--- src/rtl/core/ubcf_pkg.sv ---
// Shared constants, register indexes and a pixel-mask helper for the uniform border crop finder.
`timescale 1ns / 1ps

package ubcf_pkg;

  localparam int unsigned DimW   = 16;
  localparam int unsigned PixW   = 24;
  localparam int unsigned BitsW  = 5;
  localparam int unsigned CfgIdxW = 2;

  localparam logic [CfgIdxW-1:0] CFG_FRAME_WIDTH  = 2'd0;
  localparam logic [CfgIdxW-1:0] CFG_FRAME_HEIGHT = 2'd1;
  localparam logic [CfgIdxW-1:0] CFG_PIXEL_BITS   = 2'd2;

  localparam logic [DimW-1:0]  FRAME_WIDTH_RST  = 16'd1;
  localparam logic [DimW-1:0]  FRAME_HEIGHT_RST = 16'd1;
  localparam logic [BitsW-1:0] PIXEL_BITS_RST   = 5'd24;

  // All ones in the compared bits, capped at the full pixel width.
  function automatic logic [PixW-1:0] pixel_mask(input logic [BitsW-1:0] bits);
    logic [PixW-1:0] m;
    if (bits >= 5'd24) begin
      m = '1;
    end else begin
      m = ~({PixW{1'b1}} << bits);
    end
    return m;
  endfunction

endpackage

--- src/rtl/core/uniform_border_crop_finder.sv ---
// Top level: streaming uniform border detector with result pipeline.
// Throughput: one pixel transaction per cycle while in_stall is low, with no frame store.
// After the last pixel of a frame is accepted, its result passes the snapshot
//   register, then the result register, which raises out_valid.
// in_stall is high only while both stages are full and out_stall holds the result.
// Reset (rst_n low, synchronous): 1 x 1 frame, 24-bit pixels, scan and pipeline cleared.
`timescale 1ns / 1ps

module uniform_border_crop_finder
  import ubcf_pkg::*;
(
  input  logic                clk,
  input  logic                rst_n,
  // configuration write port
  input  logic                cfg_we,
  input  logic [CfgIdxW-1:0]  cfg_index,
  input  logic [DimW-1:0]     cfg_data,
  // pixel input
  input  logic                in_valid,
  output logic                in_stall,
  input  logic [PixW-1:0]     in_pixel,
  // result output
  output logic                out_valid,
  input  logic                out_stall,
  output logic [DimW-1:0]     out_left_border,
  output logic [DimW-1:0]     out_right_border,
  output logic [DimW-1:0]     out_top_border,
  output logic [DimW-1:0]     out_bottom_border,
  output logic [DimW-1:0]     out_new_width,
  output logic [DimW-1:0]     out_new_height,
  output logic                out_crop_valid
);

  // ---------------------------------------------------------------------
  // Configuration registers
  // ---------------------------------------------------------------------
  logic [DimW-1:0]  frame_width_r;
  logic [DimW-1:0]  frame_height_r;
  logic [BitsW-1:0] pixel_bits_r;

  always_ff @(posedge clk) begin
    if (!rst_n) begin
      frame_width_r  <= FRAME_WIDTH_RST;
      frame_height_r <= FRAME_HEIGHT_RST;
      pixel_bits_r   <= PIXEL_BITS_RST;
    end else if (cfg_we) begin
      case (cfg_index)
        CFG_FRAME_WIDTH:  frame_width_r  <= cfg_data;
        CFG_FRAME_HEIGHT: frame_height_r <= cfg_data;
        CFG_PIXEL_BITS:   pixel_bits_r   <= cfg_data[BitsW-1:0];
        default:          ;  // unused index: drop the write
      endcase
    end
  end

  // ---------------------------------------------------------------------
  // Handshake and pipeline control
  // ---------------------------------------------------------------------
  logic s1_valid_r;
  logic out_valid_r;
  logic s1_adv;
  logic in_acc;

  // The snapshot stage moves on whenever the result register is free or
  // its result is being taken this cycle.
  assign s1_adv   = !out_valid_r || !out_stall;
  assign in_stall = s1_valid_r && !s1_adv;
  assign in_acc   = in_valid && !in_stall;

  // ---------------------------------------------------------------------
  // Running scan state
  // ---------------------------------------------------------------------
  logic [DimW-1:0]        col_r, row_r;
  logic [PixW-1:0]        tl_ref_r, tr_ref_r;
  logic [DimW-1:0]        run_start_r;
  logic [DimW-1:0]        min_left_r;
  logic signed [DimW:0]   max_right_r;     // -1 while no mismatch seen
  logic [DimW-1:0]        top_rows_r;
  logic                   top_done_r;
  logic                   row_uni_r;
  logic [PixW-1:0]        row_first_r;
  logic [DimW-1:0]        trail_rows_r;
  logic [PixW-1:0]        trail_val_r;

  logic [PixW-1:0]        pix;
  logic                   x_zero, y_zero;
  logic [PixW-1:0]        tl_ref_nxt, tr_ref_nxt, row_first_nxt, trail_val_nxt;
  logic [DimW-1:0]        run_start_nxt, min_left_nxt, top_rows_nxt, trail_rows_nxt;
  logic signed [DimW:0]   max_right_pix, max_right_nxt, run_last;
  logic                   top_done_nxt, row_uni_nxt;
  logic [DimW:0]          col_inc, row_inc;
  logic                   row_end, frame_end;

  always_comb begin
    pix    = in_pixel & pixel_mask(pixel_bits_r);
    x_zero = (col_r == '0);
    y_zero = (row_r == '0);

    // first pixel of the frame sets the top-left reference
    tl_ref_nxt = (x_zero && y_zero) ? pix : tl_ref_r;

    // right border: row 0 tracks the closing run, later rows the last mismatch
    run_start_nxt = run_start_r;
    tr_ref_nxt    = tr_ref_r;
    max_right_pix = max_right_r;
    if (y_zero) begin
      if (x_zero || pix != tr_ref_r) begin
        run_start_nxt = col_r;
      end
      tr_ref_nxt = pix;
    end else if (pix != tr_ref_r && $signed({1'b0, col_r}) > max_right_r) begin
      max_right_pix = $signed({1'b0, col_r});
    end

    // left border: earliest column that differs from top-left
    min_left_nxt = min_left_r;
    if (pix != tl_ref_nxt && col_r < min_left_r) begin
      min_left_nxt = col_r;
    end

    // whole-row uniformity
    if (x_zero) begin
      row_first_nxt = pix;
      row_uni_nxt   = 1'b1;
    end else begin
      row_first_nxt = row_first_r;
      row_uni_nxt   = row_uni_r && (pix == row_first_r);
    end

    col_inc   = {1'b0, col_r} + 17'd1;
    row_inc   = {1'b0, row_r} + 17'd1;
    row_end   = !(col_inc < {1'b0, frame_width_r});
    frame_end = row_end && !(row_inc < {1'b0, frame_height_r});

    // row-end bookkeeping
    run_last       = $signed({1'b0, run_start_nxt}) - 17'sd1;
    max_right_nxt  = max_right_pix;
    top_rows_nxt   = top_rows_r;
    top_done_nxt   = top_done_r;
    trail_rows_nxt = trail_rows_r;
    trail_val_nxt  = trail_val_r;
    if (row_end) begin
      if (y_zero && run_last > max_right_pix) begin
        max_right_nxt = run_last;
      end
      if (!top_done_r) begin
        if (row_uni_nxt && row_first_nxt == tl_ref_nxt) begin
          top_rows_nxt = top_rows_r + 16'd1;
        end else begin
          top_done_nxt = 1'b1;
        end
      end
      if (row_uni_nxt) begin
        if (trail_rows_r != '0 && trail_val_r == row_first_nxt) begin
          trail_rows_nxt = trail_rows_r + 16'd1;
        end else begin
          trail_rows_nxt = 16'd1;
          trail_val_nxt  = row_first_nxt;
        end
      end else begin
        trail_rows_nxt = '0;
      end
    end
  end

  always_ff @(posedge clk) begin
    if (!rst_n || (in_acc && frame_end)) begin
      // start a fresh frame
      col_r        <= '0;
      row_r        <= '0;
      tl_ref_r     <= '0;
      tr_ref_r     <= '0;
      run_start_r  <= '0;
      min_left_r   <= '1;
      max_right_r  <= -17'sd1;
      top_rows_r   <= '0;
      top_done_r   <= 1'b0;
      row_uni_r    <= 1'b1;
      row_first_r  <= '0;
      trail_rows_r <= '0;
      trail_val_r  <= '0;
    end else if (in_acc) begin
      col_r        <= row_end ? '0 : col_inc[DimW-1:0];
      row_r        <= row_end ? row_inc[DimW-1:0] : row_r;
      tl_ref_r     <= tl_ref_nxt;
      tr_ref_r     <= tr_ref_nxt;
      run_start_r  <= run_start_nxt;
      min_left_r   <= min_left_nxt;
      max_right_r  <= max_right_nxt;
      top_rows_r   <= top_rows_nxt;
      top_done_r   <= top_done_nxt;
      row_uni_r    <= row_uni_nxt;
      row_first_r  <= row_first_nxt;
      trail_rows_r <= trail_rows_nxt;
      trail_val_r  <= trail_val_nxt;
    end
  end

  // ---------------------------------------------------------------------
  // Stage 1: end-of-frame snapshot of the raw border measurements
  // ---------------------------------------------------------------------
  logic [DimW-1:0]      s1_left_r, s1_top_r, s1_bottom_r, s1_w_r, s1_h_r;
  logic signed [DimW:0] s1_max_right_r;

  always_ff @(posedge clk) begin
    if (!rst_n) begin
      s1_valid_r <= 1'b0;
    end else if (in_acc && frame_end) begin
      s1_valid_r <= 1'b1;
    end else if (s1_adv) begin
      s1_valid_r <= 1'b0;
    end
  end

  always_ff @(posedge clk) begin
    if (in_acc && frame_end) begin
      s1_left_r      <= min_left_nxt;
      s1_max_right_r <= max_right_nxt;
      s1_top_r       <= top_rows_nxt;
      // bottom rows count only if the final row itself is uniform
      s1_bottom_r    <= row_uni_nxt ? trail_rows_nxt : '0;
      s1_w_r         <= frame_width_r;
      s1_h_r         <= frame_height_r;
    end
  end

  // ---------------------------------------------------------------------
  // Stage 2: clamp, size check and new dimensions
  // ---------------------------------------------------------------------
  logic signed [DimW+1:0] right_full;
  logic [DimW-1:0]        left_c, right_c, top_c, bot_c, new_w, new_h;
  logic [DimW:0]          lr_sum, tb_sum;
  logic                   crop_ok;

  always_comb begin
    right_full = $signed({2'b00, s1_w_r}) - 18'sd1
               - $signed({s1_max_right_r[DimW], s1_max_right_r});
    if (right_full < 18'sd0) begin
      right_c = '0;
    end else if (right_full > $signed({2'b00, s1_w_r})) begin
      right_c = s1_w_r;
    end else begin
      right_c = right_full[DimW-1:0];
    end
    left_c = (s1_left_r > s1_w_r) ? s1_w_r : s1_left_r;
    top_c  = (s1_top_r > s1_h_r) ? s1_h_r : s1_top_r;
    bot_c  = (s1_bottom_r > s1_h_r) ? s1_h_r : s1_bottom_r;

    lr_sum  = {1'b0, left_c} + {1'b0, right_c};
    tb_sum  = {1'b0, top_c} + {1'b0, bot_c};
    // borders covering the whole frame, or no border at all, give no crop
    crop_ok = (lr_sum < {1'b0, s1_w_r}) && (tb_sum < {1'b0, s1_h_r})
           && (lr_sum != '0 || tb_sum != '0);
    new_w   = crop_ok ? (s1_w_r - lr_sum[DimW-1:0]) : s1_w_r;
    new_h   = crop_ok ? (s1_h_r - tb_sum[DimW-1:0]) : s1_h_r;
  end

  logic [DimW-1:0] left_r, right_r, top_r, bottom_r, new_w_r, new_h_r;
  logic            crop_r;

  always_ff @(posedge clk) begin
    if (!rst_n) begin
      out_valid_r <= 1'b0;
    end else if (s1_adv) begin
      out_valid_r <= s1_valid_r;
    end
  end

  always_ff @(posedge clk) begin
    if (s1_adv && s1_valid_r) begin
      left_r   <= left_c;
      right_r  <= right_c;
      top_r    <= top_c;
      bottom_r <= bot_c;
      new_w_r  <= new_w;
      new_h_r  <= new_h;
      crop_r   <= crop_ok;
    end
  end

  assign out_valid         = out_valid_r;
  assign out_left_border   = left_r;
  assign out_right_border  = right_r;
  assign out_top_border    = top_r;
  assign out_bottom_border = bottom_r;
  assign out_new_width     = new_w_r;
  assign out_new_height    = new_h_r;
  assign out_crop_valid    = crop_r;

  // ---------------------------------------------------------------------
  // Assertions
  // ---------------------------------------------------------------------
  // a new result only follows a filled snapshot
  a_out_from_s1: assert property (@(posedge clk) disable iff (!rst_n)
    $rose(out_valid_r) |-> $past(s1_valid_r))
    else $error("result appeared without a snapshot");

  // a held result must not lose the waiting snapshot
  a_s1_hold: assert property (@(posedge clk) disable iff (!rst_n)
    (s1_valid_r && out_valid_r && out_stall) |=> s1_valid_r)
    else $error("snapshot dropped while result stalled");

  // last pixel restarts the scan at the origin
  a_frame_restart: assert property (@(posedge clk) disable iff (!rst_n)
    (in_acc && frame_end) |=> (col_r == '0 && row_r == '0 && s1_valid_r))
    else $error("frame end did not restart the scan");

  // a crop never yields an empty frame
  a_crop_nonempty: assert property (@(posedge clk) disable iff (!rst_n)
    (out_valid_r && crop_r) |-> (new_w_r != '0 && new_h_r != '0))
    else $error("crop flagged with an empty result");

endmodule
--- config.mk ---
export PLATFORM = sky130hd
export DESIGN_NAME = uniform_border_crop_finder
export DESIGN_NICKNAME = d
export VERILOG_FILES = /design/src/rtl/core/ubcf_pkg.sv /design/src/rtl/core/uniform_border_crop_finder.sv
export SDC_FILE = /design/constraint.sdc
export NUM_CORES = 1
export LEC_CHECK = 0
export ABC_CLOCK_PERIOD_IN_PS = 13250
export BUFFER_PORTS_ARGS = -buffer_cell sky130_fd_sc_hd__buf_4
export CAP_MARGIN = 20
export CORE_MARGIN = 4
export CORE_UTILIZATION = 29
export CTS_BUF_LIST = sky130_fd_sc_hd__clkbuf_4
export CTS_CLUSTER_DIAMETER = 120
export DETAILED_ROUTE_END_ITERATION = 7
export GPL_TIMING_DRIVEN = 0
export PLACE_DENSITY = 0.42
export SLEW_MARGIN = 20
export SYNTH_ARGS = -nofsm -noshare
export SYNTH_HDL_FRONTEND = slang
export SYNTH_SLANG_ARGS = --single-unit
--- constraint.sdc ---
create_clock -name clk -period 13.25 [get_ports clk]
set_input_delay 3.3125 -clock clk [delete_from_list [all_inputs] [get_ports clk]]
set_output_delay 3.3125 -clock clk [all_outputs]
set_load 0.02 [all_outputs]
After elaboration in Yosys (flattened, before gate mapping)
Index checks and enable logic that the tools add are counted.

Flip-flop bits (word level): 444. Word-level logic and storage cells: 134. Output and inout port bits: 99.

Equality and inequality tests: 7. Shift-type cells: 1. Magnitude comparators: 13. Reductions and logical operators: 38. $add $sub $neg: 11. Muxes and demuxes: 29. Bitwise gates (word level): 4.

Operators by type and width (number): $mux 16 (17); $eq 24x24->1 (3); $mux 24 (3); $lt 17x16->1 (4); $mux 17 (4); $gt 16x16->1 (3); $ne 24x24->1 (2); $add 16x1->17 const B (2); $add 16x16->17 (2); $gt 17x17->1 (2); $reduce_bool 17->1 (2); $sub 16x1->17 const B (2); $add 16x1->16 const B (2); $logic_not 16->1 (2); $sub 16x16->16 (2); $and 24x24->24 (1); $not 24->24 (1); $shl 24x5->24 const A (1); $gt 18x17->1 (1); $lt 18x1->1 const B (1); $sub 17x17->18 (1); $lt 16x16->1 (1); $reduce_bool 16->1 (1); $logic_and 1x1->1 (14); 11 further kinds (29).

Longest topological paths before layout
Gate-level depths: netlist of the first run.

Depth in word-level cells: 13. Gate-level depth with buffers: 45. Depth with buffers taken out: 43.

Worst setup path before layout of the first run
No wires, ideal clock.

Path kind: input-to-reg. Start point: input out_stall. End point: register bottom_r[0], in the netlist out_bottom_border[0] (enable). Setup slack: 2206 ps. Stages: 1. Library setup time: 700 ps. Data arrival time: 10345 ps. Path buffers: 0. Required time: 12550 ps. Path through: a21boi_0.

Cells in the longest elaborated chain, start to end: 3.

Ends and longest elaborated chain: from (decl) (RTL line uniform_border_crop_finder.sv:24) `input logic out_stall,`; $logic_not 1->1 (RTL line uniform_border_crop_finder.sv:66) `assign s1_adv = !out_valid_r || !out_stall;`; $logic_or 1x1->1 (RTL line uniform_border_crop_finder.sv:66); $logic_and 1x1->1 (RTL line uniform_border_crop_finder.sv:270) `if (s1_adv && s1_valid_r) begin`; to (signal assigned) (RTL line uniform_border_crop_finder.sv:274) `bottom_r <= bot_c;`; to (decl) (RTL line uniform_border_crop_finder.sv:258) `logic [DimW-1:0] left_r, right_r, top_r, bottom_r, new_w_r, new_h_r;`.

Every way passes these cells. A chain may end at the register's enable or synchronous reset.

Worst setup path in the final report of the first run
Start point: register s1_w_r[0]. End point: register new_h_r[10], in the netlist out_new_height[10] (data pin).

Cells in the longest elaborated chain, start to end: 10.

Ends and longest elaborated chain: from (decl) (RTL line uniform_border_crop_finder.sv:202) `logic [DimW-1:0] s1_left_r, s1_top_r, s1_bottom_r, s1_w_r, s1_h_r;`; from (signal assigned) (RTL line uniform_border_crop_finder.sv:222) `s1_w_r <= frame_width_r;`; $sub 16x1->17 (RTL line uniform_border_crop_finder.sv:236) `right_full = $signed({2'b00, s1_w_r}) - 18'sd1`; $sub 17x17->18 (RTL line uniform_border_crop_finder.sv:237) `- $signed({s1_max_right_r[DimW], s1_max_right_r});`; $gt 18x17->1 (RTL line uniform_border_crop_finder.sv:240) `end else if (right_full > $signed({2'b00, s1_w_r})) begin`; $mux 16 (RTL line uniform_border_crop_finder.sv:240); $mux 16 (*) (RTL line uniform_border_crop_finder.sv:238) `if (right_full < 18'sd0) begin`; net right_c[0] (RTL line uniform_border_crop_finder.sv:231) `logic [DimW-1:0] left_c, right_c, top_c, bot_c, new_w, new_h;`; $add 16x16->17 (*) (RTL line uniform_border_crop_finder.sv:249) `lr_sum = {1'b0, left_c} + {1'b0, right_c};`; $lt 17x16->1 or $reduce_bool 17->1 (tied branches) (RTL line uniform_border_crop_finder.sv:252, uniform_border_crop_finder.sv:253); $logic_and 1x1->1 or $logic_or 1x1->1 (tied branches) (RTL line uniform_border_crop_finder.sv:252, uniform_border_crop_finder.sv:253); $logic_and 1x1->1 (*) (RTL line uniform_border_crop_finder.sv:253) `&& (lr_sum != '0 || tb_sum != '0);`; $mux 16 (*) (RTL line uniform_border_crop_finder.sv:255) `new_h = crop_ok ? (s1_h_r - tb_sum[DimW-1:0]) : s1_h_r;`; net new_h[10] (RTL line uniform_border_crop_finder.sv:231); to (signal assigned) (RTL line uniform_border_crop_finder.sv:276) `new_h_r <= new_h;`; to (decl) (RTL line uniform_border_crop_finder.sv:258).

The timed path passes the listed nets; every way through them passes the cells marked *.

==> impl_results.md, run 1 <==
* Share of cells above drive strength 1 at 0.137
* Total Wirelength at 106000 um
* Period utilisation layout at 0.833
* Buffers & Inverters on Critical Path at 4
* CTS buffer count at 138
* Clk Latency, worst-skew pair at 1060 ps
* Pwr Density at 145 nW/um2
* Global-route wire length before repair at 158000 um
* Cell Area, Placed at 32300 um2
* Row count at 116
* Critical Path Max Stage Delay at 650 ps
* Post-Syn Area at 29200 um2
* Worst Path Class, Setup: reg2reg
* PortBufs at 145
* Die Ht at 326 um
* CP max FO at 10
* Worst setup path start: s1_w_r[0]$_DFFE_PP_
* Final ANT Viol Nets at 0
* Top-level I/O count at 146
* Worst hold margin at 454 ps
* Slew Limit Headroom at 0.238
* Cell mode on critical path: ha_1
* Tightest Pin Transition at 1140 ps
* Ys flop type: dfxtp_1
* Syn_nets at 3626
* DRC violations left at 0
* Crit Reg-Reg Endpoint: out_new_height[10]$_DFFE_PP_
* Clock Path Buffers at 3
* Clock tree sinks at 444
* Yosys cell types at 88
* Synth async-reset ratio at 0
* Initial DRC Count at 1816
* Root buffer cell: clkbuf_4
* Standard cell core area at 100000 um2
* Worst Setup Slack, final at 2220 ps
* Total GRT Usage at 0.195
* Vias in the first global route at 24800
* CP top delay family: compound AO/OA/AOI/OAI gates
* Status: finished clean
* Crit path to: out_new_height[10]$_DFFE_PP_
* Final estimated routing congestion in global placement at 0.914
* Data required time of the worst path at 14030 ps
* Die Width at 326 um
* Worst setup EP type: flip-flop
* Pre-CTS WS at 2080 ps
* Min Clock Period, post-route at 11030 ps
* Yosys warnings at 0
* Vias per cell at 5.02
* Final Skew at 76.4 ps
* Final setup violation count at 0
* Number of cells on the critical path at 43
* Gr ovfl total at 0
* Fin. Hold Viols at 0
* Reg2Reg Depth at 43
* FF-to-FF setup slack at 2220 ps
* Worst min path class: reg2reg
* Fmax at 90.6 MHz
* Initial antenna violation count at 4
* Post-CTS Setup Inserts at 0
* Register bit count reported by yosys at 444
* Drt first pass iters at 6
* Largest net degree at the start of global routing at 23
* Leakage power at 0.0145 uW
* Count of pins over their slew limit at 0
* Peak VDD IR at 0.0608 mV
* Post-CTS sizing at 0
* Util after Layout at 0.340
* Layout area overhead at 16.5%
* Worst EP arrival at 11820 ps
* Hold_buf cts at 0
* Mapped Cells at 3312
* Finished Layout Cells at 5017
* Post-synthesis sequential area ratio at 0.370
* Worst-path clk slew at 70 ps
* Fin nets at 3923
* Starting density of the core at 0.292
* Design area at 34100 um2
* Via count at 25200
* Crit start category: flip-flop
* Clock H-tree levels at 4
* CP max stage cell: clkbuf_1
* FF-to-FF Start: s1_w_r[0]$_DFFE_PP_
* Post-synth EDFFs at 194
* RSZ-0062 raised after global routing: false
* WL/cell at 21.1 um
* Die area at 106000 um2
* Dpl cells at 4766
* Final HPWL DP at 83500 um
* Max cap viols at 0
* CTS tree: yes
* Syn Area/Cell at 8.83 um2
==> cell families (layout without fill, tap and decap cells) <==
family                     Yosys count  after routing  share of synthesized area
xor gates and xnor gates           249            249                     0.0746
adders and majority gates          267            267                      0.115
other                                0              7                          0
DFF                                444            444                      0.370
and+or+nand+nor                   1092           1092                      0.178
buffers and inverters              375            775                     0.0502
muxes                              145            145                     0.0525
AOI/OAI and AO/OA                  740            740                      0.159
==> where the power goes <==
part           leakage (uW)  switching [uW]  internal, uW
clock network       0.00105             682           729
logic               0.00953            1160           705
registers           0.00388            91.0          1580
==> stage by stage <==
step                power (uW)  TNS [ps]
finish                    4940         0
global route              5290         0
CTS                       5020         0
detailed placement        3560         0
global placement          3560   -352420
floorplan                 2960         0
==> cell usage after synthesis (36+ instances only) <==
| library cell | count | area (um2) |
|---|---|---|
| xnor2_1 | 134 | 1170 |
| a21oi_1 | 270 | 1350 |
| edfxtp_1 | 194 | 5830 |
| mux2i_1 | 78 | 781 |
| nand2_1 | 361 | 1360 |
| mux2_2 | 67 | 754 |
| nand4_1 | 49 | 307 |
| dfxtp_1 | 250 | 5000 |
| nor2b_1 | 36 | 225 |
| xor2_1 | 115 | 1010 |
| o21ai_0 | 149 | 746 |
| inv_1 | 216 | 811 |
| nor3_1 | 71 | 355 |
| and3_1 | 47 | 294 |
| nand3_1 | 87 | 435 |
| a21o_1 | 50 | 375 |
| nand2b_1 | 44 | 275 |
| nor2_1 | 271 | 1020 |
| ha_1 | 262 | 3280 |
| clkbuf_1 | 122 | 458 |
==> routing by layer <==
metal	up-vias	GRT usage	part of all wire
met5	-	0	0
met2	731	0.303	0.44
li1	12500	-	-
met4	0	0.0738	0.033
met3	176	0.0431	0.061
met1	11800	0.266	0.47
==> layout make-up <==
| type | instances | area, um2 |
|---|---|---|
| sequential | 444 | 10800 |
| tap | 1298 | 1620 |
| clock buffer | 203 | 1520 |
| clock inverter | 40 | 241 |
| multi-input combinational | 2493 | 17000 |
| timing repair buffer | 157 | 1380 |
| buffer | 158 | 653 |
| inverter | 217 | 815 |
| fill | 10600 | 66100 |
| antenna | 7 | 17.5 |
==> cells in the final DEF (no fill, tap or decap), types with 134 or more instances in the layout <==
cell and count:
dfxtp_1 250, o21ai_0 149, xnor2_1 134, nor2_1 271, nand2_1 361, ha_1 262
clkbuf_4 203, inv_1 216, buf_4 146, edfxtp_1 194, a21oi_1 269
==> flip-flops by register name, indices dropped and copies added (netlist names), 17 cells and up <==
| name | cells |
|---|---|
| tr_ref_r | 24 |
| row_first_r | 24 |
| trail_val_r | 24 |
| tl_ref_r | 24 |
| s1_max_right_r | 17 |
| max_right_r | 17 |
==> worst register-to-register path: cells and delay by family (launching register included) <==
family          cells  cell delay, ps
compound gates     17            3470
buf+inv             4            1380
xor+xnor            3             590
mux                 2             600
simple gates       11            2280
fa+ha+maj           6            1930
flops               1             580
==> how the worst min path moves through the flow <==
stage	cells past startpoint	end	start
final	2	top_done_r$_SDFFE_PP0P_	top_done_r$_SDFFE_PP0P_
after global routing	2	tl_ref_r[9]$_SDFFE_PP0P_	tl_ref_r[9]$_SDFFE_PP0P_
after CTS	2	top_done_r$_SDFFE_PP0P_	top_done_r$_SDFFE_PP0P_
after detailed placement	2	top_done_r$_SDFFE_PP0P_	top_done_r$_SDFFE_PP0P_
after global placement	2	tl_ref_r[9]$_SDFFE_PP0P_	tl_ref_r[9]$_SDFFE_PP0P_
after floorplan	0	s1_h_r[10]$_DFFE_PP_	frame_height_r[10]$_SDFFE_PN0P_
No activity file was read; power rests on OpenSTA's default activity.
==> run 2: changes to the inputs <==
Settings changed: ABC_CLOCK_PERIOD_IN_PS 13250 to 9900, PLACE_DENSITY 0.42 to 0.43.
Clock period 13.25 ns to 9.9 ns, I/O delays scaled along.
==> run 2 against run 1 <==
Against the previous run:
- wire length down 0.47%
- worst hold slack gained 8.1 ps
- largest cell class unchanged
- design area rose by 0.40%
- non-clock buffer count rose by 13
- worst setup slack got worse by 1700 ps
- total power up 33%
- register-to-register slack worse by 1700 ps
- global-route usage about the same
==> impl_results.md, run 2 (synthesized netlist as in run 1, its figures left out) <==
* Starting density of the core at 0.292 (unchanged)
* Reg2Reg Depth at 44 (+2.3%)
* Final HPWL DP at 82800 um (-0.86%)
* Top-level I/O count at 146 (unchanged)
* Max cap viols at 0 (unchanged)
* Worst setup path start: s1_w_r[1]$_DFFE_PP_
* Initial DRC Count at 1900 (+4.6%)
* Clk Latency, worst-skew pair at 1020 ps (-40 ps)
* Leading cell type in the layout, fill and taps excluded: nand2_1
* Dpl cells at 4768 (+0.042%)
* Slew Limit Headroom at 0.221 (-0.0161)
* Die Ht at 326 um (unchanged)
* DRC violations left at 0 (unchanged)
* Crit start category: flip-flop
* Count of pins over their slew limit at 0 (unchanged)
* Leading cell types in the layout, fill and taps excluded: nand2_1, nor2_1, a21oi_1, ha_1, dfxtp_1
* FF-to-FF Start: s1_w_r[1]$_DFFE_PP_
* Worst-path clk slew at 60 ps (about the same)
* Register Area at 10800 um2 (unchanged)
* Period utilisation layout at 0.944 (+0.111)
* WL/cell at 21.0 um (-0.65%)
* Worst setup EP type: flip-flop
* Vias per cell at 5.04 (+0.59%)
* Worst Path Class, Setup: reg2reg
* FF-to-FF setup slack at 550 ps (-1660 ps)
* Root buffer cell: clkbuf_4
* RSZ-0062 raised after global routing: false
* Peak VDD IR at 0.0840 mV (+38%)
* CP max stage cell: edfxtp_1
* Hold EP: top_done_r$_SDFFE_PP0P_
* Largest net degree at the start of global routing at 24 (+4.3%)
* Total power at 6560 uW (+33%)
* Fmax at 107 MHz (+18%)
* Die Width at 326 um (unchanged)
* Tightest Pin Transition at 1140 ps (-1.03 ps)
* Util after Layout at 0.341 (+0.00135)
* Final ANT Viol Nets at 0 (unchanged)
* Fillers at 10600 (-0.20%)
* Critical Path Max Stage Delay at 470 ps (-180 ps)
* Worst EP arrival at 10110 ps (-1710 ps)
* Clock H-tree levels at 4 (unchanged)
* Final estimated routing congestion in global placement at 0.921 (+0.85%)
* CTS buffer count at 135 (-2.2%)
* Layout area overhead at 16.9%
* Vias in the first global route at 25100 (+1.0%)
* Die area at 106000 um2 (unchanged)
* Global-route wire length before repair at 158000 um (+0.10%)
* Hold depth at 2 (unchanged)
* PortBufs at 145 (unchanged)
* CP max FO at 13 (+3)
* Row count at 116 (unchanged)
* Final setup violation count at 0 (unchanged)
* Data required time of the worst path at 10660 ps (-3370 ps)
* Min Clock Period, post-route at 9350 ps (-1690 ps)
* Leakage power at 0.0145 uW (+0.20%)
* Fin nets at 3933 (+0.25%)
* Hold_sp: top_done_r$_SDFFE_PP0P_
* Area of the multi-input gates at 17100 um2 (+0.49%)
* Total Wirelength at 105000 um (-0.47%)
* Drt first pass iters at 5 (-1)
* Crit Reg-Reg Endpoint: out_new_width[1]$_DFFE_PP_
* Fin. Hold Viols at 0 (unchanged)
* Final Skew at 82.5 ps (+6.14 ps)
* Hold_buf cts at 0 (unchanged)
* Pwr Density at 192 nW/um2 (+32%)
* Clock Path Buffers at 3 (unchanged)
* Finished Layout Cells at 5026 (+0.18%)
* Share of cells above drive strength 1 at 0.141 (+0.00397)
* Initial antenna violation count at 4 (unchanged)
* Worst min path class: reg2reg
* Setup TNS at 0 ps (unchanged)
* Status: finished clean
* CTS tree: yes
* Standard cell core area at 100000 um2 (unchanged)
* Total GRT Usage at 0.195 (-0.000210)
* Via count at 25400 (+0.77%)
* Gr ovfl total at 0 (unchanged)
* Clock tree sinks at 444 (unchanged)
run 2: changes by cell type in the layout (fill, tap and decap cells not counted), sizes merged:
cell	delta
clkinvlp	+2
inv	-3
buf	+13
clkinv	+13
clkbuf	-16
run 2: through the flow:
step	worst slack [ps]	instance area, um2	hold WS, ps
after floorplan	1080	29200	430
final	555	34200	462
after global placement	-5000	32000	442
after CTS	145	34100	457
after detailed placement	-1430	32300	448
after global routing	19.0	34200	488
run 2: worst max-delay path, delay by kind of cell (launching register included):
| kind | cells | cell delay, ps |
|---|---|---|
| buffers and inverters | 5 | 810 |
| AOI/OAI and AO/OA | 21 | 3960 |
| muxes | 2 | 530 |
| adders and majority gates | 6 | 1840 |
| and+or+nand+nor | 8 | 980 |
| xor gates and xnor gates | 2 | 450 |
| DFF | 1 | 470 |
run 2: where the power goes:
group	internal [uW]	total [uW]	switching, uW	leakage, uW
combinational	968	2530	1560	0.00963
sequential	2110	2230	119	0.00388
clock	908	1800	891	0.000988
total	3980	6560	2570	0.0145
run 2: layer usage:
metal | up-vias | GRT usage | part of all wire
li1 | 12500 | - | -
met1 | 11900 | 0.264 | 0.46
met2 | 788 | 0.306 | 0.44
met3 | 181 | 0.0430 | 0.063
met4 | 0 | 0.0712 | 0.033
met5 | - | 0 | 0
run 2: repair_timing:
item                                    4_1_cts  5_1_grt
endpoints found under the setup margin       33       33
buffers inserted                              4        9
pin swaps                                     2        7
resized for setup                             9       19
run 2: final cells by class:
cell class,instances,area share
tap,1298,0.0475
multi-input combinational,2493,0.499
inverter,217,0.0239
clock inverter,52,0.00805
clock buffer,187,0.0410
sequential,444,0.317
timing repair buffer,171,0.0440
antenna,7,0.000512
buffer,157,0.0193
run 2: worst max path at each step:
| stage | endpoint | slack [ps] | cells past startpoint |
|---|---|---|---|
| 6_report | out_new_width[1]$_DFFE_PP_ | 550 | 44 |
| 5_1_grt | out_new_width[5]$_DFFE_PP_ | 20 | 44 |
| 3_3_place_gp | trail_val_r[2]$_SDFFE_PP0P_ | -5000 | 18 |
| 4_1_cts | out_new_height[10]$_DFFE_PP_ | 140 | 43 |
| 3_5_place_dp | out_new_height[3]$_DFFE_PP_ | -1430 | 42 |
| 2_1_floorplan | run_start_r[0]$_SDFFE_PP0P_ | 1080 | 20 |
==> run 3: changes to the inputs <==
Settings changed: RECOVER_POWER set to 100.
==> run 3 against run 2 <==
Against the previous run:
- the flow now finishes with violations (max-capacitance violations)
- register-to-register slack got worse by 40 ps
- combinational power decreased by 2%
- design area shrank 2.0%
- sequential power hardly changed
- critical path depth unchanged
- utilization is 0.68 points lower
- worst hold slack hardly changed
- die area unchanged
- cell count hardly changed
- total power down 0.83%
- critical endpoint unchanged
- largest cell class unchanged
==> impl_results.md, run 3 (synthesized netlist as in run 1, its figures left out) <==
* Status: complete, but fails checks
* Failing checks: max-capacitance violations
* Root buffer cell: clkbuf_4
* Max cap viols at 1 (+1)
* Worst EP arrival at 10150 ps (+40 ps)
* Leading cell type in the layout, fill and taps excluded: nand2_1
* Initial antenna violation count at 4 (unchanged)
* Comb pwr share at 0.380 (-0.006)
* Final HPWL DP at 82800 um (unchanged)
* Switch share at 0.395 (+0.00217)
* CTS tree: yes
* Cell Area, Placed at 32300 um2 (unchanged)
* Clock Path Buffers at 3 (unchanged)
* Worst Setup Slack, final at 517 ps (-37.8 ps)
* Fillers at 10700 (+1.0%)
* Share of cells above drive strength 1 at 0.0941 (-0.0465)
* Finished Layout Cells at 5030 (+0.080%)
* Vias in the first global route at 25100 (unchanged)
* Final estimated routing congestion in global placement at 0.921 (unchanged)
* Slew Limit Headroom at 0.00361 (-0.218)
* DRC violations left at 0 (unchanged)
* CP max FO at 13 (unchanged)
* Hold_sp: top_done_r$_SDFFE_PP0P_
* Worst setup EP type: flip-flop
* Leakage power at 0.0140 uW (-3.3%)
* Buffers & Inverters on Critical Path at 5 (unchanged)
* Vias per cell at 5.04 (about the same)
* Fin nets at 3933 (unchanged)
* Largest net degree at the start of global routing at 24 (unchanged)
* Die Ht at 326 um (unchanged)
* Top-level I/O count at 146 (unchanged)
* Pre-CTS WS at -1430 ps (unchanged)
* Final setup violation count at 0 (unchanged)
* Dpl cells at 4768 (unchanged)
* Util after Layout at 0.335 (-0.00685)
* Fmax at 107 MHz (-0.40%)
* Standard cell core area at 100000 um2 (unchanged)
* Hold EP: top_done_r$_SDFFE_PP0P_
* FF-to-FF Start: s1_w_r[1]$_DFFE_PP_
* CP top delay family: compound AO/OA/AOI/OAI gates
* Crit start category: flip-flop
* Global-route wire length before repair at 158000 um (unchanged)
* Hold_buf cts at 0 (unchanged)
* Hold depth at 2 (unchanged)
* Gr ovfl total at 0 (unchanged)
* Clk Latency, worst-skew pair at 1050 ps (+30 ps)
* Total GRT Usage at 0.195 (unchanged)
* Via count at 25400 (+0.016%)
* Seq pwr share at 0.343 (+0.003)
* CP max stage cell: edfxtp_1
* Row count at 116 (unchanged)
* CTS buffer count at 135 (unchanged)
* Cell Int Power at 3940 uW (-1.2%)
* FF-to-FF setup slack at 520 ps (-40 ps)
* Total Wirelength at 106000 um (+0.16%)
* WL/cell at 21.0 um (about the same)
* RSZ-0062 raised after global routing: false
* Critical Path Max Stage Delay at 480 ps (about the same)
* Final Skew at 85.4 ps (+2.89 ps)
* Clock H-tree levels at 4 (unchanged)
* Fin. Hold Viols at 0 (unchanged)
* Starting density of the core at 0.292 (unchanged)
* Die area at 106000 um2 (unchanged)
* Worst hold margin at 462 ps (-0.318 ps)
* Die Width at 326 um (unchanged)
* Peak VDD IR at 0.0876 mV (+4.4%)
* Switch Pwr at 2570 uW (-0.29%)
* Drt first pass iters at 5 (unchanged)
* Min Clock Period, post-route at 9380 ps (+37.8 ps)
* Pwr Density at 194 nW/um2 (+1.2%)
* Data required time of the worst path at 10670 ps (about the same)
* Layout area overhead at 14.6%
* PortBufs at 145 (unchanged)
* Design area at 33500 um2 (-2.0%)
* Period utilisation layout at 0.948 (+0.00381)
* Clock tree sinks at 444 (unchanged)
* Tightest Pin Transition at 1490 ps (+356 ps)
* Clock network fraction of design power at 0.277 (+0.003)
* Worst-path clk slew at 60 ps (about the same)
* Initial DRC Count at 1971 (+3.7%)
* Final ANT Viol Nets at 0 (unchanged)
* Leading cell types in the layout, fill and taps excluded: nand2_1, nor2_1, a21oi_1, ha_1, dfxtp_1
* Count of pins over their slew limit at 0 (unchanged)
* Number of cells on the critical path at 44 (unchanged)
* Worst min path class: reg2reg
* Crit Reg-Reg Endpoint: out_new_width[1]$_DFFE_PP_
* Worst Path Class, Setup: reg2reg
* Reg2Reg Depth at 44 (unchanged)
-- run 3: cell types whose count changed in the layout (fill, tap and decap cells not counted), sizes merged --
cell    change
buf       -118
clkbuf    +118
diode       +4
-- run 3: repair_timing --
action | in CTS | in global routing
setup endpoints to repair | 33 | 33
setup buffers | 4 | 9
resized for setup | 9 | 19
pin swaps | 2 | 7
endpoints found under the hold margin | 0 | 0
-- run 3: routing by layer --
| layer | share of wire | vias to the layer above | GRT usage |
|---|---|---|---|
| met5 | 0 | - | 0 |
| met1 | 0.47 | 11900 | 0.264 |
| met2 | 0.44 | 741 | 0.306 |
| met4 | 0.034 | 0 | 0.0712 |
| li1 | - | 12500 | - |
| met3 | 0.063 | 190 | 0.0430 |
-- run 3: power groups by stage --
stage / Combinational (uW) / Clock (uW) / Sequential [uW]
after global placement: 2470 / 0 / 2290
after CTS: 2530 / 1880 / 2230
final: 2470 / 1800 / 2230
after floorplan: 1710 / 0 / 2250
after detailed placement: 2500 / 0 / 2270
after global routing: 2760 / 1980 / 2240
-- run 3: worst max path at each step --
stage	slack, ps	end	startpoint
finish	520	out_new_width[1]$_DFFE_PP_	s1_w_r[1]$_DFFE_PP_
global route	20	out_new_width[5]$_DFFE_PP_	s1_w_r[6]$_DFFE_PP_
CTS	140	out_new_height[10]$_DFFE_PP_	s1_w_r[1]$_DFFE_PP_
detailed placement	-1430	out_new_height[3]$_DFFE_PP_	s1_w_r[1]$_DFFE_PP_
global placement	-5000	trail_val_r[2]$_SDFFE_PP0P_	col_r[1]$_SDFFE_PP0P_
floorplan	1080	run_start_r[0]$_SDFFE_PP0P_	col_r[1]$_SDFFE_PP0P_
-- run 3: through the flow --
step                power, uW  setup TNS, ps
detailed placement       4770         -46480
floorplan                3960              0
global route             6980              0
global placement         4760       -1168430
CTS                      6640              0
finish                   6500              0
-- run 3: final cells by class --
cell class	instances	area, um2	area share
Multi-Input combinational cell	2493	17000	0.508
Sequential cell	444	10800	0.323
Tap cell	1298	1620	0.0485
Clock buffer	187	1400	0.0419
Timing Repair Buffer	171	861	0.0257
Inverter	217	817	0.0244
Buffer	157	657	0.0196
Clock inverter	52	275	0.00821
Antenna cell	11	27.5	0.000821
-- run 3: worst min-delay path: stages, from the launching register on --
cell and delay (ps):
dfxtp_1 290, inv_1 60, a21oi_1 60
